===== src/hdl/tcw_pkg.sv =====
`default_nettype none
package tcw_pkg;

  localparam int COLUMNS_DEF = 80;
  localparam int ROWS_DEF    = 25;

  // payload widths of the two channels
  localparam int CHAR_W    = 8;
  localparam int INDEX_W   = 11;
  localparam int COL_OUT_W = 7;
  localparam int ROW_OUT_W = 5;
  localparam int CELL_W    = 7;

  localparam int QUEUE_DEPTH = 4;
  localparam int TAB_STEP    = 4;

  localparam logic CMD_PUT  = 1'b0;
  localparam logic CMD_READ = 1'b1;

  localparam logic [CHAR_W-1:0] CHAR_FIRST = 8'h20;
  localparam logic [CHAR_W-1:0] CHAR_LAST  = 8'h7E;
  localparam logic [CHAR_W-1:0] CHAR_BS    = 8'h08;
  localparam logic [CHAR_W-1:0] CHAR_TAB   = 8'h09;
  localparam logic [CHAR_W-1:0] CHAR_NL    = 8'h0A;
  localparam logic [CHAR_W-1:0] CHAR_CR    = 8'h0D;

  localparam logic [CELL_W-1:0] SPACE_CELL = 7'h20;

  typedef enum logic [2:0] {
    OP_PUT,
    OP_BS,
    OP_TAB,
    OP_NL,
    OP_CR,
    OP_NOP,
    OP_READ
  } op_t;

  typedef struct packed {
    op_t               op;
    logic [CELL_W-1:0] code;
    logic [INDEX_W-1:0] index;
  } req_t;

endpackage
`default_nettype wire


===== src/hdl/tcw_fifo.sv =====
`default_nettype none
module tcw_fifo (
  input  wire logic          clk,
  input  wire logic          rst,
  input  wire tcw_pkg::req_t push_data,
  input  wire logic          push_valid,
  output logic               push_ready,
  output tcw_pkg::req_t      pop_data,
  output logic               pop_valid,
  input  wire logic          pop_ready
);

  localparam int DEPTH = tcw_pkg::QUEUE_DEPTH;
  localparam int PW    = $clog2(DEPTH);
  localparam int CNTW  = $clog2(DEPTH + 1);

  tcw_pkg::req_t   slots [DEPTH];
  logic [PW-1:0]   wr_ptr;
  logic [PW-1:0]   rd_ptr;
  logic [CNTW-1:0] count;
  logic            push;
  logic            pop;

  assign push_ready = count != CNTW'(DEPTH);
  assign pop_valid  = count != '0;
  assign pop_data   = slots[rd_ptr];
  assign push       = push_valid && push_ready;
  assign pop        = pop_valid && pop_ready;

  always_ff @(posedge clk) begin
    if (rst) begin
      wr_ptr <= '0;
      rd_ptr <= '0;
      count  <= '0;
    end else begin
      if (push) begin
        wr_ptr <= (wr_ptr == PW'(DEPTH - 1)) ? '0 : wr_ptr + 1'b1;
      end
      if (pop) begin
        rd_ptr <= (rd_ptr == PW'(DEPTH - 1)) ? '0 : rd_ptr + 1'b1;
      end
      if (push && !pop) begin
        count <= count + 1'b1;
      end else if (pop && !push) begin
        count <= count - 1'b1;
      end
    end
  end

  always_ff @(posedge clk) begin
    if (push) begin
      slots[wr_ptr] <= push_data;
    end
  end

endmodule
`default_nettype wire


===== config.mk =====
export PLATFORM = sky130hd
export DESIGN_NAME = tcw_fifo
export DESIGN_NICKNAME = d
export VERILOG_FILES = /design/src/hdl/tcw_pkg.sv /design/src/hdl/tcw_fifo.sv
export SDC_FILE = /design/constraint.sdc
export NUM_CORES = 1
export LEC_CHECK = 0
export ABC_AREA = 1
export CORE_MARGIN = 3
export CORE_UTILIZATION = 36
export DETAILED_ROUTE_END_ITERATION = 8
export DONT_BUFFER_PORTS = 1
export PLACE_DENSITY = 0.47
export SLEW_MARGIN = 20
export SYNTH_ARGS = -nofsm -noshare
export SYNTH_HDL_FRONTEND = slang
export SYNTH_SLANG_ARGS = --single-unit

===== constraint.sdc =====
create_clock -name clk -period 4.51 [get_ports clk]
set_clock_uncertainty 0.1 [all_clocks]
set_input_delay 0.451 -clock clk [delete_from_list [all_inputs] [get_ports clk]]
set_output_delay 0.451 -clock clk [all_outputs]
set_load 0.05 [all_outputs]

Yosys cells after proc, flatten, opt, wreduce, memory -nomap -nowiden
Memory sizes are Yosys's and may differ from the RTL's. A register that Yosys moved wholly into a read port is not among the register bits.
Index checks and enable logic that the tools add are counted.
- bits in registers: 7
- bits in latches: 0
- RAM bits: 84
- ROM bits: 0
- input bits: 25
- output and inout bits: 23
- logic and storage cells: 27
- memories kept: 1
- memory list (name ; depth ; bits a word ; rd ports ; clocked after memory_dff ; wr ports ; line ; source):
    slots ; 4 ; 21 ; 1 ; 1 ; 1 ; tcw_fifo.sv:17 ; tcw_pkg::req_t slots [DEPTH];
- add/sub/neg operators: 4
- multipliers: 0
- div/mod/pow operators: 0
- $lt $le $gt $ge: 0
- eq/ne operators: 3
- shift operators: 0
- muxes and demuxes: 8
- bitwise logic cells: 0
- reduce and logical (&&, ||, !) cells: 8
- operators by type and width (kind ; count):
    2-to-1 mux 2 bit ; 4
    2-to-1 mux 3 bit ; 2
    adder 2 x 1 -> 2 bit, second input constant ; 2
    == test 2 bit, second input constant ; 2
    logical AND 1 bit ; 4
    adder 3 x 1 -> 3 bit, second input constant ; 1
    != test 3 bit, second input constant ; 1
    nonzero test 3 bit ; 1
    subtractor 3 x 1 -> 3 bit, second input constant ; 1
    logical NOT 1 bit ; 2
    2-to-1 mux 1 bit ; 2
    nonzero test 2 bit ; 1

Longest topological paths before layout
- word-level depth: 6
- mapped depth: 13

Worst setup path before layout
No wires, ideal clock.
- kind: register to register
- from: reg count[0]
- to: mem slots[3][0] in the netlist's numbering (enable)
- data arrival time: 1.655 ns
- data required time: 4.011 ns
- setup slack: 2.356 ns
- stages on the path, launching flop included: 5
- path buffers: 0
- clock period less this slack: 2.154 ns
- path through: dfxtp_1 -> nor2_4 -> nand2_4 -> nand2_4 -> nor2_1
- longest elaborated chain between the ends: 4
- ends and longest elaborated chain (item ; line ; source):
    start, declared ; tcw_fifo.sv:20 ; logic [CNTW-1:0] count;
    start signal, assigned ; tcw_fifo.sv:43 ; count <= count + 1'b1;
    start signal, assigned ; tcw_fifo.sv:45 ; count <= count - 1'b1;
    != test 3 bit ; tcw_fifo.sv:24 ; assign push_ready = count != CNTW'(DEPTH);
    via push_ready ; tcw_fifo.sv:7 ; output logic push_ready,
    logical AND 1 bit ; tcw_fifo.sv:27 ; assign push = push_valid && push_ready;
    2-to-1 mux 1 bit ; tcw_fifo.sv:51 ; if (push) begin
    2-to-1 mux 1 bit (implied by the code) ; tcw_fifo.sv:52 ; slots[wr_ptr] <= push_data;
    end, declared ; tcw_fifo.sv:17 ;
The timed path passes the listed nets, and every way through them passes these cells.

==> out/results.ini <==
[sta]
worst_slack_ns=1.36
finalMaxSlewViolations=0
setup-tns-final_ns=0
min_period_over_period_pct=69.8
worst_pin_slew_ns=1.15
setup_viol=0
rsz0062_at_grt=false
finalCriticalPeriod_ns=3.15
fmax_ghz=0.318
slew_headroom_pct=24.3
hold_violations=0

[floorplanning]
num_rows=36
ios=48
fp.dieW_um=108
initial_core_util_pct=37.4
core_um2=9910
dieArea_um2=11600
die_h_um=108

[placed_design]
port_buffers=0
hpwl_um=3980
dp_slack_ns=1.61
place_congestion=0.662

[global_routing]
grt_pass1_vias=2068
grt_antenna_before_repair=0
track_usage_pct=12.7
grt_pass1_wl_um=11000
grt_max_degree=44
grt.overflow.total=0

[worst_setup_path]
cp.required_ns=3.96
setup.worst_path.end=pop_data[10]
worstRegToRegCells=9
crit_path_start_kind=flip-flop
worstPathMaxFanout=22
r2r-end=count[1]
r2r_slack_ns=2.49
crit_type=flip-flop to output port
worst_setup_path_end_kind=output port
reg2reg_from=count[1]
arrival_ns=2.60

[clock_network]
clock_sinks=93
clk_latency_ns=0.34
ctsHoldBuffers=0
ctsResizeCount=0
cts_made_buffers=9
cts_root_buf=clkbuf_8
ctsLongestPathBuffers=2
post_cts_buffers=0
htree_levels=3
cts_tree=done
clk_pin_slew_worst_paths_ns=0.08

[synthesis]
synth_edf_count=84
synth_top_area_share_pct=68.0
synthCells=273
synth_top_flop_cell=edfxtp_1
yosysWarnings=0
synth.top_cells.by_count=edfxtp_1 (84), nor2_1 (56), o21ai_0 (23), o21ai_1 (20), o22ai_1 (19)
syn_area_per_cell_um2=13.6
ys_seq_area_share_pct=72.8
synthDistinctLibCells=26
synth_area_leaders=edfxtp_1 (68%), nor2_1 (5.7%), dfxtp_1 (4.9%)
ys_seq_elements=93
synth_top_area_cell=edfxtp_1
ys_async_sr_fraction_pct=0
syn_nets=305
yosysMostFrequentCell=edfxtp_1
netlist_area_um2=3710

[power_and_ir_drop]
power.leakage_nw=1.35
cellPowerDensity_nw_per_um2=665
peakVddDrop_v=0.000325

[final_layout]
final_nets=307
multi_input_area_um2=828
final-seq-area_um2=2700
drive_above_1_share_pct=12.2
antenna_cells=0
nFillCells=932
syn_to_final_growth_pct=7.82

[detailed_routing]
drc=0
routed_wirelength_um=6820
dr_total_vias=1985
dr.first_iter.drc_count=85
ant_nets=0
drt_pass1_iterations=4
via_per_inst=4.82
wl_per_cell_um=16.6

[hold_path]
min_path_type=primary input to flip-flop

[run_status]
outcome=finished, final reports clean

[job]
drv_cap=0

per-stage QoR:
step	instance area [µm²]	hold slack, ns	util, %	instances	power [mW]
after floorplan	3710	0.383	-	273	2.03
after global placement	3800	0.415	38.3	397	2.12
after detailed placement	3800	0.426	38.3	397	2.13
after CTS	4000	0.0436	40.4	412	2.70
after global routing	4000	0.0409	40.4	412	2.81
final	4000	0.0631	40.4	412	2.66
cell families after synthesis:
family | share of synthesized area (%)
and+or+nand+nor | 9.31
DFF | 72.8
xor gates and xnor gates | 0.236
buffers and inverters | 5.09
adders and majority gates | 2.56
AOI/OAI and AO/OA | 9.95
worst min path at each step:
stage	from	depth (start not counted)	to
2_1_floorplan	rd_ptr[1]	2	flip-flop
3_3_place_gp	rd_ptr[1]	2	rd_ptr[1]
3_5_place_dp	rst	1	count[0]
4_1_cts	rst	1	count[0]
5_1_grt	rst	1	count[0]
6_report	rst	1	count[0]
cell usage in the layout (no fill, tap or decap):
master	count
nand3_1	1
nor2_4	1
a21oi_1	2
clkinvlp_4	1
ha_1	6
dfxtp_2	1
nor2_1	52
clkbuf_8	9
nor2_2	6
fa_1	1
nand2_4	4
edfxtp_1	84
bufinv_16	2
nand2_1	9
nand4_1	1
o22ai_2	2
nand2_2	1
xor2_1	1
o21ai_1	20
nand3b_1	2
clkinv_1	1
buf_4	4
inv_2	1
o21ai_0	23
o22ai_1	19
clkbuf_1	1
dfxtp_1	8
inv_1	14
clkinv_2	1
inv_8	1
routing by layer:
layer	wire length, µm	GRT usage, %	share of wire [%]	vias to the layer above
met5	0	0	0	-
met4	98	5.86	1.4	0
met3	488	4.68	7.2	10
met2	3290	21.1	48	38
met1	2950	14.7	43	949
li1	-	-	-	988
state kept, by name, indices dropped and copies added (netlist names), named ones only:
| name | count |
|---|---|
| count | 3 |
| rd_ptr | 2 |
| slots | 84 |
| wr_ptr | 2 |
where the power goes:
part	switching (mW)	internal (mW)
Sequential	0.0997	1.06
Clock	0.265	0.307
Combinational	0.762	0.171
critical path, stage by stage (launching register included):
cell and delay, ns:
dfxtp_1 0.55, inv_1 0.65, o21ai_1 0.14, o22ai_1 0.90
final cells by class:
type / instances / share of cell area (%)
flip-flops and latches: 93 / 67.6
multi-input cells: 151 / 20.7
well taps: 133 / 4.16
clock buffers: 10 / 3.19
clock inverters: 5 / 1.91
inverters: 16 / 1.69
repair buffers: 4 / 0.751
Note: power is estimated with default switching activity, not from simulation.
