### src/hdl/tcw_pkg.sv
`default_nettype none
package tcw_pkg;

  localparam int COLUMNS_DEF = 80;
  localparam int ROWS_DEF    = 25;

  // payload widths of the two channels
  localparam int CHAR_W    = 8;
  localparam int INDEX_W   = 11;
  localparam int COL_OUT_W = 7;
  localparam int ROW_OUT_W = 5;
  localparam int CELL_W    = 7;

  localparam int QUEUE_DEPTH = 4;
  localparam int TAB_STEP    = 4;

  localparam logic CMD_PUT  = 1'b0;
  localparam logic CMD_READ = 1'b1;

  localparam logic [CHAR_W-1:0] CHAR_FIRST = 8'h20;
  localparam logic [CHAR_W-1:0] CHAR_LAST  = 8'h7E;
  localparam logic [CHAR_W-1:0] CHAR_BS    = 8'h08;
  localparam logic [CHAR_W-1:0] CHAR_TAB   = 8'h09;
  localparam logic [CHAR_W-1:0] CHAR_NL    = 8'h0A;
  localparam logic [CHAR_W-1:0] CHAR_CR    = 8'h0D;

  localparam logic [CELL_W-1:0] SPACE_CELL = 7'h20;

  typedef enum logic [2:0] {
    OP_PUT,
    OP_BS,
    OP_TAB,
    OP_NL,
    OP_CR,
    OP_NOP,
    OP_READ
  } op_t;

  typedef struct packed {
    op_t               op;
    logic [CELL_W-1:0] code;
    logic [INDEX_W-1:0] index;
  } req_t;

endpackage
`default_nettype wire

### src/hdl/tcw_if.sv
`default_nettype none
interface tcw_req_if;
  logic                        valid;
  logic                        ready;
  logic                        command;
  logic [tcw_pkg::CHAR_W-1:0]  char_code;
  logic [tcw_pkg::INDEX_W-1:0] cell_index;

  modport source (output valid, command, char_code, cell_index, input ready);
  modport sink (input valid, command, char_code, cell_index, output ready);
endinterface

`default_nettype wire

### src/hdl/tcw_front.sv
`default_nettype none
module tcw_front (
  input  wire logic          clk,
  input  wire logic          rst,
  tcw_req_if.sink            request,
  input  wire logic          init_done,
  output tcw_pkg::req_t      fq_data,
  output logic               fq_valid,
  input  wire logic          fq_ready
);

  logic          stage_valid;
  tcw_pkg::req_t stage;
  tcw_pkg::req_t decoded;
  logic          take;

  always_comb begin
    decoded.code  = request.char_code[tcw_pkg::CELL_W-1:0];
    decoded.index = request.cell_index;
    if (request.command == tcw_pkg::CMD_READ) begin
      decoded.op = tcw_pkg::OP_READ;
    end else if (request.char_code >= tcw_pkg::CHAR_FIRST &&
                 request.char_code <= tcw_pkg::CHAR_LAST) begin
      decoded.op = tcw_pkg::OP_PUT;
    end else begin
      unique case (request.char_code)
        tcw_pkg::CHAR_BS:  decoded.op = tcw_pkg::OP_BS;
        tcw_pkg::CHAR_TAB: decoded.op = tcw_pkg::OP_TAB;
        tcw_pkg::CHAR_NL:  decoded.op = tcw_pkg::OP_NL;
        tcw_pkg::CHAR_CR:  decoded.op = tcw_pkg::OP_CR;
        default:           decoded.op = tcw_pkg::OP_NOP;
      endcase
    end
  end

  // no requests while the grid is being cleared after reset
  assign request.ready = init_done && (!stage_valid || fq_ready);
  assign take          = request.valid && request.ready;
  assign fq_valid      = stage_valid;
  assign fq_data       = stage;

  always_ff @(posedge clk) begin
    if (rst) begin
      stage_valid <= 1'b0;
    end else if (take) begin
      stage_valid <= 1'b1;
    end else if (fq_ready) begin
      stage_valid <= 1'b0;
    end
  end

  always_ff @(posedge clk) begin
    if (take) begin
      stage <= decoded;
    end
  end

endmodule
`default_nettype wire

### src/flat_wrapper.sv
// flat-port wrapper written by rule: the top's interface ports become plain ports
module tcw_front_flat 
  (clk, rst, init_done, fq_data, fq_valid, fq_ready, request_valid, request_command, request_char_code, request_cell_index, request_ready);
  tcw_req_if request_i ();
  input  wire logic clk;
  input  wire logic rst;
  input  wire logic init_done;
  output tcw_pkg::req_t fq_data;
  output logic fq_valid;
  input  wire logic fq_ready;
  input wire logic [$bits(request_i.valid)-1:0] request_valid;
  input wire logic [$bits(request_i.command)-1:0] request_command;
  input wire logic [$bits(request_i.char_code)-1:0] request_char_code;
  input wire logic [$bits(request_i.cell_index)-1:0] request_cell_index;
  output wire logic [$bits(request_i.ready)-1:0] request_ready;
  assign request_i.valid = request_valid;
  assign request_i.command = request_command;
  assign request_i.char_code = request_char_code;
  assign request_i.cell_index = request_cell_index;
  assign request_ready = request_i.ready;
  tcw_front u_core (.clk(clk), .rst(rst), .request(request_i), .init_done(init_done), .fq_data(fq_data), .fq_valid(fq_valid), .fq_ready(fq_ready));
endmodule
### config.mk
export PLATFORM = sky130hd
export DESIGN_NAME = tcw_front_flat
export DESIGN_NICKNAME = d
export VERILOG_FILES = /design/src/hdl/tcw_pkg.sv /design/src/hdl/tcw_if.sv /design/src/hdl/tcw_front.sv /design/src/flat_wrapper.sv
export SDC_FILE = /design/constraint.sdc
export NUM_CORES = 1
export LEC_CHECK = 0
export BUFFER_PORTS_ARGS = -buffer_cell sky130_fd_sc_hd__buf_2
export CORE_MARGIN = 1.5
export CORE_UTILIZATION = 38
export CTS_BUF_LIST = sky130_fd_sc_hd__clkbuf_4
export DETAILED_ROUTE_END_ITERATION = 8
export GPL_TIMING_DRIVEN = 1
export PLACE_DENSITY = 0.75
export SYNTH_ARGS = -nofsm -noshare
export SYNTH_HDL_FRONTEND = slang
export SYNTH_SLANG_ARGS = --single-unit
### constraint.sdc
create_clock -name clk -period 1.75 [get_ports clk]
set_input_delay 0.0875 -clock clk [delete_from_list [all_inputs] [get_ports clk]]
set_output_delay 0.0875 -clock clk [all_outputs]
set_load 0.02 [all_outputs]
======== Yosys cells after proc, flatten, opt, wreduce, memory -nomap -nowiden ========
Index checks and enable logic that the tools add are counted.
cells by class
  muxes and demuxes ....................... 4
  reduce and logical (&&, ||, !) cells .... 7
  order comparisons ....................... 2
  equal/unequal tests ..................... 4
operators by type and width
  kind                number
  $eq 8x4->1 const B  4
  $pmux 3 s4          1
  $ge 8x6->1 const B  1
  $le 8x7->1 const B  1
  $logic_and 1x1->1   3
  $mux 3              1
  $mux 1              2
  $reduce_bool 2->1   1
  $reduce_or 2->1     1
  $logic_not 1->1     1
  $logic_or 1x1->1    1
word-level totals
  bits in registers ....................... 22
  input port bits ......................... 25

======== Longest topological paths before layout ========
  depth in word-level cells ............... 5
  mapped depth ............................ 3
  mapped depth without buffers ............ 3

======== Worst setup path after synthesis ========
OpenSTA, ideal clock, no wires.
  kind .................................... register -> register
  from .................................... register u_core.stage_valid, in the netlist u_core.fq_valid
  to ...................................... register u_core.stage (netlist bit u_core.fq_data[0]), enable pin
  data arrival time ....................... 1469 ps
  stages on the path, launching flop included .. 3
  setup slack ............................. -120 ps
  clock period less this slack ............ 1870 ps
  path through ............................ dfxtp_1 nand2b_1 nor2b_1
between the ends
  word-level cells in the longest chain between the ends .. 4
RTL lines
  what                    line             RTL
  from (decl)             tcw_front.sv:12  logic stage_valid;
  from (signal assigned)  tcw_front.sv:44  stage_valid <= 1'b0;
  from (signal assigned)  tcw_front.sv:46  stage_valid <= 1'b1;
  from (signal assigned)  tcw_front.sv:48  stage_valid <= 1'b0;
  $logic_not 1->1         tcw_front.sv:37  assign request.ready = init_done && (!stage_valid || fq_ready);
  $logic_or 1x1->1        tcw_front.sv:37
  $logic_and 1x1->1       tcw_front.sv:37
  $logic_and 1x1->1       tcw_front.sv:38  assign take = request.valid && request.ready;
  named net u_core.take   tcw_front.sv:15  logic take;
  to (signal assigned)    tcw_front.sv:54  stage <= decoded;
  to (decl)               tcw_front.sv:13  tcw_pkg::req_t stage;
The timed path passes the listed nets, and every way through them passes these cells.
A chain may end at the register's enable or synchronous reset.

======== Worst setup path in the final report ========
  from .................................... input request_char_code[3]
  to ...................................... register u_core.stage (netlist bit u_core.fq_data[18]) (data pin)
between the ends
  word-level cells in the longest chain between the ends .. 3
  elaborated cells on any way between the ends .. 9
RTL lines
  what                                      line                              RTL
  from (decl)                               flat_wrapper.sv:13                input wire logic [$bits(request_i.char_code)-1:0] request_char_code;
  $ge 8x6->1 or $le 8x7->1 (tied branches)  tcw_front.sv:22, tcw_front.sv:23
  $logic_and 1x1->1                         tcw_front.sv:22                   end else if (request.char_code >= tcw_pkg::CHAR_FIRST &&
  $reduce_or 2->1 (no line)                 n/a
Parallel ways exist; a longest one is shown, timed or not.

==> impl_results.md <==
* Finished Core Util at 0.6231
* Relative slew slack at 0.7590
* I/O Buffers at 47
* Post-CTS Setup Bufs at 0
* Bufs on Longest Clock Path at 2
* Unrepaired setup endpoints after global routing: false
* Pre-CTS setup slack at between 600 and 700 ps
* Routed WL at 1728 µm
* Rows at 16
* Setup violations, final at 0
* # DRC at 0
* CP endpoint kind: register
* Diode count at 0
* Post-Synthesis Cells at 43
* Grt ovf at 0
* Vias/cell at 4.541
* Post-synthesis cell type count at 16
* Routed wire per std cell at 12.80 µm
* Worst Hold Slack at 12.47 ps
* Synth Cell Area at 787.0 µm²
* Crit path launch type: input pin
* Mean post-synth cell area at 18.30 µm²
* Min Clock Period, post-route at ~1300 ps
* Seq/Total Area, Yosys at 0.8267
* Peak VDD IR at between 0.3 and 0.4 mV
* Min-delay worst type: in2reg
* Power density over the cells at 790.6 nW/µm²
* IO Count at between 40 and 50
* Yosys warnings at 0
* Slew of the pin with the lowest slew margin at ~360 ps
* Largest net degree at the start of global routing at 22
* Vias in the first global route at 624
* Final period utilization at 0.7242
* Via count at 613
* Clock latency on the worst-skew pair at between 200 and 300 ps
* Clk slew on worst S/H paths at around 110 ps
* Clk_skew at 7.851 ps
* GR Util All Layers at 0.1617
* Core area at 1962 µm²
* Leakage at about 0.51 nW
* Max Fclk at 789.0 MHz
* Setup Total Neg Slack at 0 ps
* Clock sinks at 22
* Post-route setup slack at between 400 and 500 ps
* First-pass GRT wire length at about 2800 µm
* Antenna Violating Nets Remaining at 0
* Area Growth Syn to Fin at 55.33%
* Net Count, Synth at 68
* RD Place Congestion at 0.7076
* Chip Height at 48.51 µm
* NumNets Final at 134
* CP required at roughly 1900 ps
* Hpwl dp at between 1000 and 1500 µm
* Die W at roughly 49 µm
* Flops & latches, synth at 22
* Arrival time at the worst endpoint at 1400 ps
* Worst Path Max Fanout at 3
* Starting Density at 0.4011
* Die Area at between 2000 and 2500 µm²
* Drt pass-1 iters at 4
* Ratio of cells with drive above 1 in the final layout at 0.5093
* Total power at roughly 970 µW
* Slew Limit Fails at 0
* Setup CP Type: in2reg
* MaxCap Viol Count at 0
* Initial antenna violation count at 0
* Total CTS buffers at 3
* # H-tree levels at 1
* Clock root cell: clkbuf_4
* Status: finished clean
* Final count of hold timing violations at 0
* Fillers at 164
* Initial DRC count at 3
* CTS tree: built
cell usage in the layout (no fill, tap or decap), types with 2 or more instances in the layout:
master,synthesis,layout
edfxtp_1,21,21
nand3_1,2,2
nand2_1,4,4
clkbuf_4,0,3
nor2_1,3,3
buf_2,0,47
dlygate4sd3_1,0,13
what timing repair did:
| action | 4_1_cts | 5_1_grt |
|---|---|---|
| hold endpoints to repair | 13 | 0 |
| hold buffers | 13 | 0 |
| gates resized for setup | 0 | 0 |
kinds of logic after synthesis:
| logic type | count (synthesis) | synth area share |
|---|---|---|
| compound gates | 4 | 0.04769 |
| simple gates | 16 | 0.1145 |
| xor+xnor | 1 | 0.01113 |
| flops | 22 | 0.8267 |
state kept, by name (all words and copies together), names as in the netlist:
name and cells:
u_core.fq_data 21, u_core.fq_valid 1
power by group:
part           total, mW  leakage [nW]  internal (mW)  switching (mW)
logic              0.140         0.290         0.0646          0.0756
registers          0.608         0.204          0.603         0.00504
clock network      0.218        0.0154         0.0829           0.135
routing by layer:
| metal | vias to the layer above | global-route usage | wire length, µm |
|---|---|---|---|
| met5 | - | 0 | 0 |
| met4 | 0 | 0.1143 | 58 |
| met3 | 6 | 0.03086 | 119 |
| met2 | 37 | 0.3032 | 934 |
| met1 | 272 | 0.1576 | 616 |
| li1 | 298 | - | - |
per-stage QoR:
| stage | instance area, µm² | std cells |
|---|---|---|
| 2_1_floorplan | 789.5 | 43 |
| 3_3_place_gp | 1066 | 118 |
| 3_5_place_dp | 1066 | 118 |
| 4_1_cts | 1222 | 135 |
| 5_1_grt | 1222 | 135 |
| 6_report | 1222 | 135 |
cells in the mapped netlist:
library cell	instances	area, µm²
nand2_1	4	15.01
nand3_1	2	10.01
dfxtp_1	1	20.02
nand2b_1	1	6.260
a21oi_1	1	5.000
edfxtp_1	21	630.6
nor2_1	3	11.26
nor3_1	1	5.000
and2_1	1	6.260
a221oi_2	1	15.01
nor4_2	1	12.51
xor2_1	1	8.760
a31o_1	1	8.760
nor2b_1	2	12.51
or3_4	1	11.26
a2bb2oi_1	1	8.760
final timing paths:
kind | depth (start not counted) | to | from | slack [ps]
max reg2reg | 3 | u_core.fq_data[2] | u_core.fq_valid | 620
min reg2reg | 2 | u_core.fq_valid | u_core.fq_valid | 520
max | 5 | u_core.fq_data[18] | request_char_code[3] | 480
min | 1 | u_core.fq_data[15] | request_char_code[4] | 10
final cells by class:
type / instances / area [µm²] / share of cell area
Clock inverter: 1 / 3.754 / 0.003071
Timing Repair Buffer: 61 / 372.9 / 0.3050
Tap cell: 27 / 33.78 / 0.02764
Sequential cell: 22 / 650.6 / 0.5322
Multi-Input combinational cell: 21 / 138.9 / 0.1136
Clock buffer: 3 / 22.52 / 0.01842
worst max-delay path, cell delays in order:
cell and delay [ps]:
dlygate4sd3_1 510, buf_2 110, nand2_1 70, or3_4 400, a221oi_2 230
Note: power is estimated with default switching activity, not from simulation.
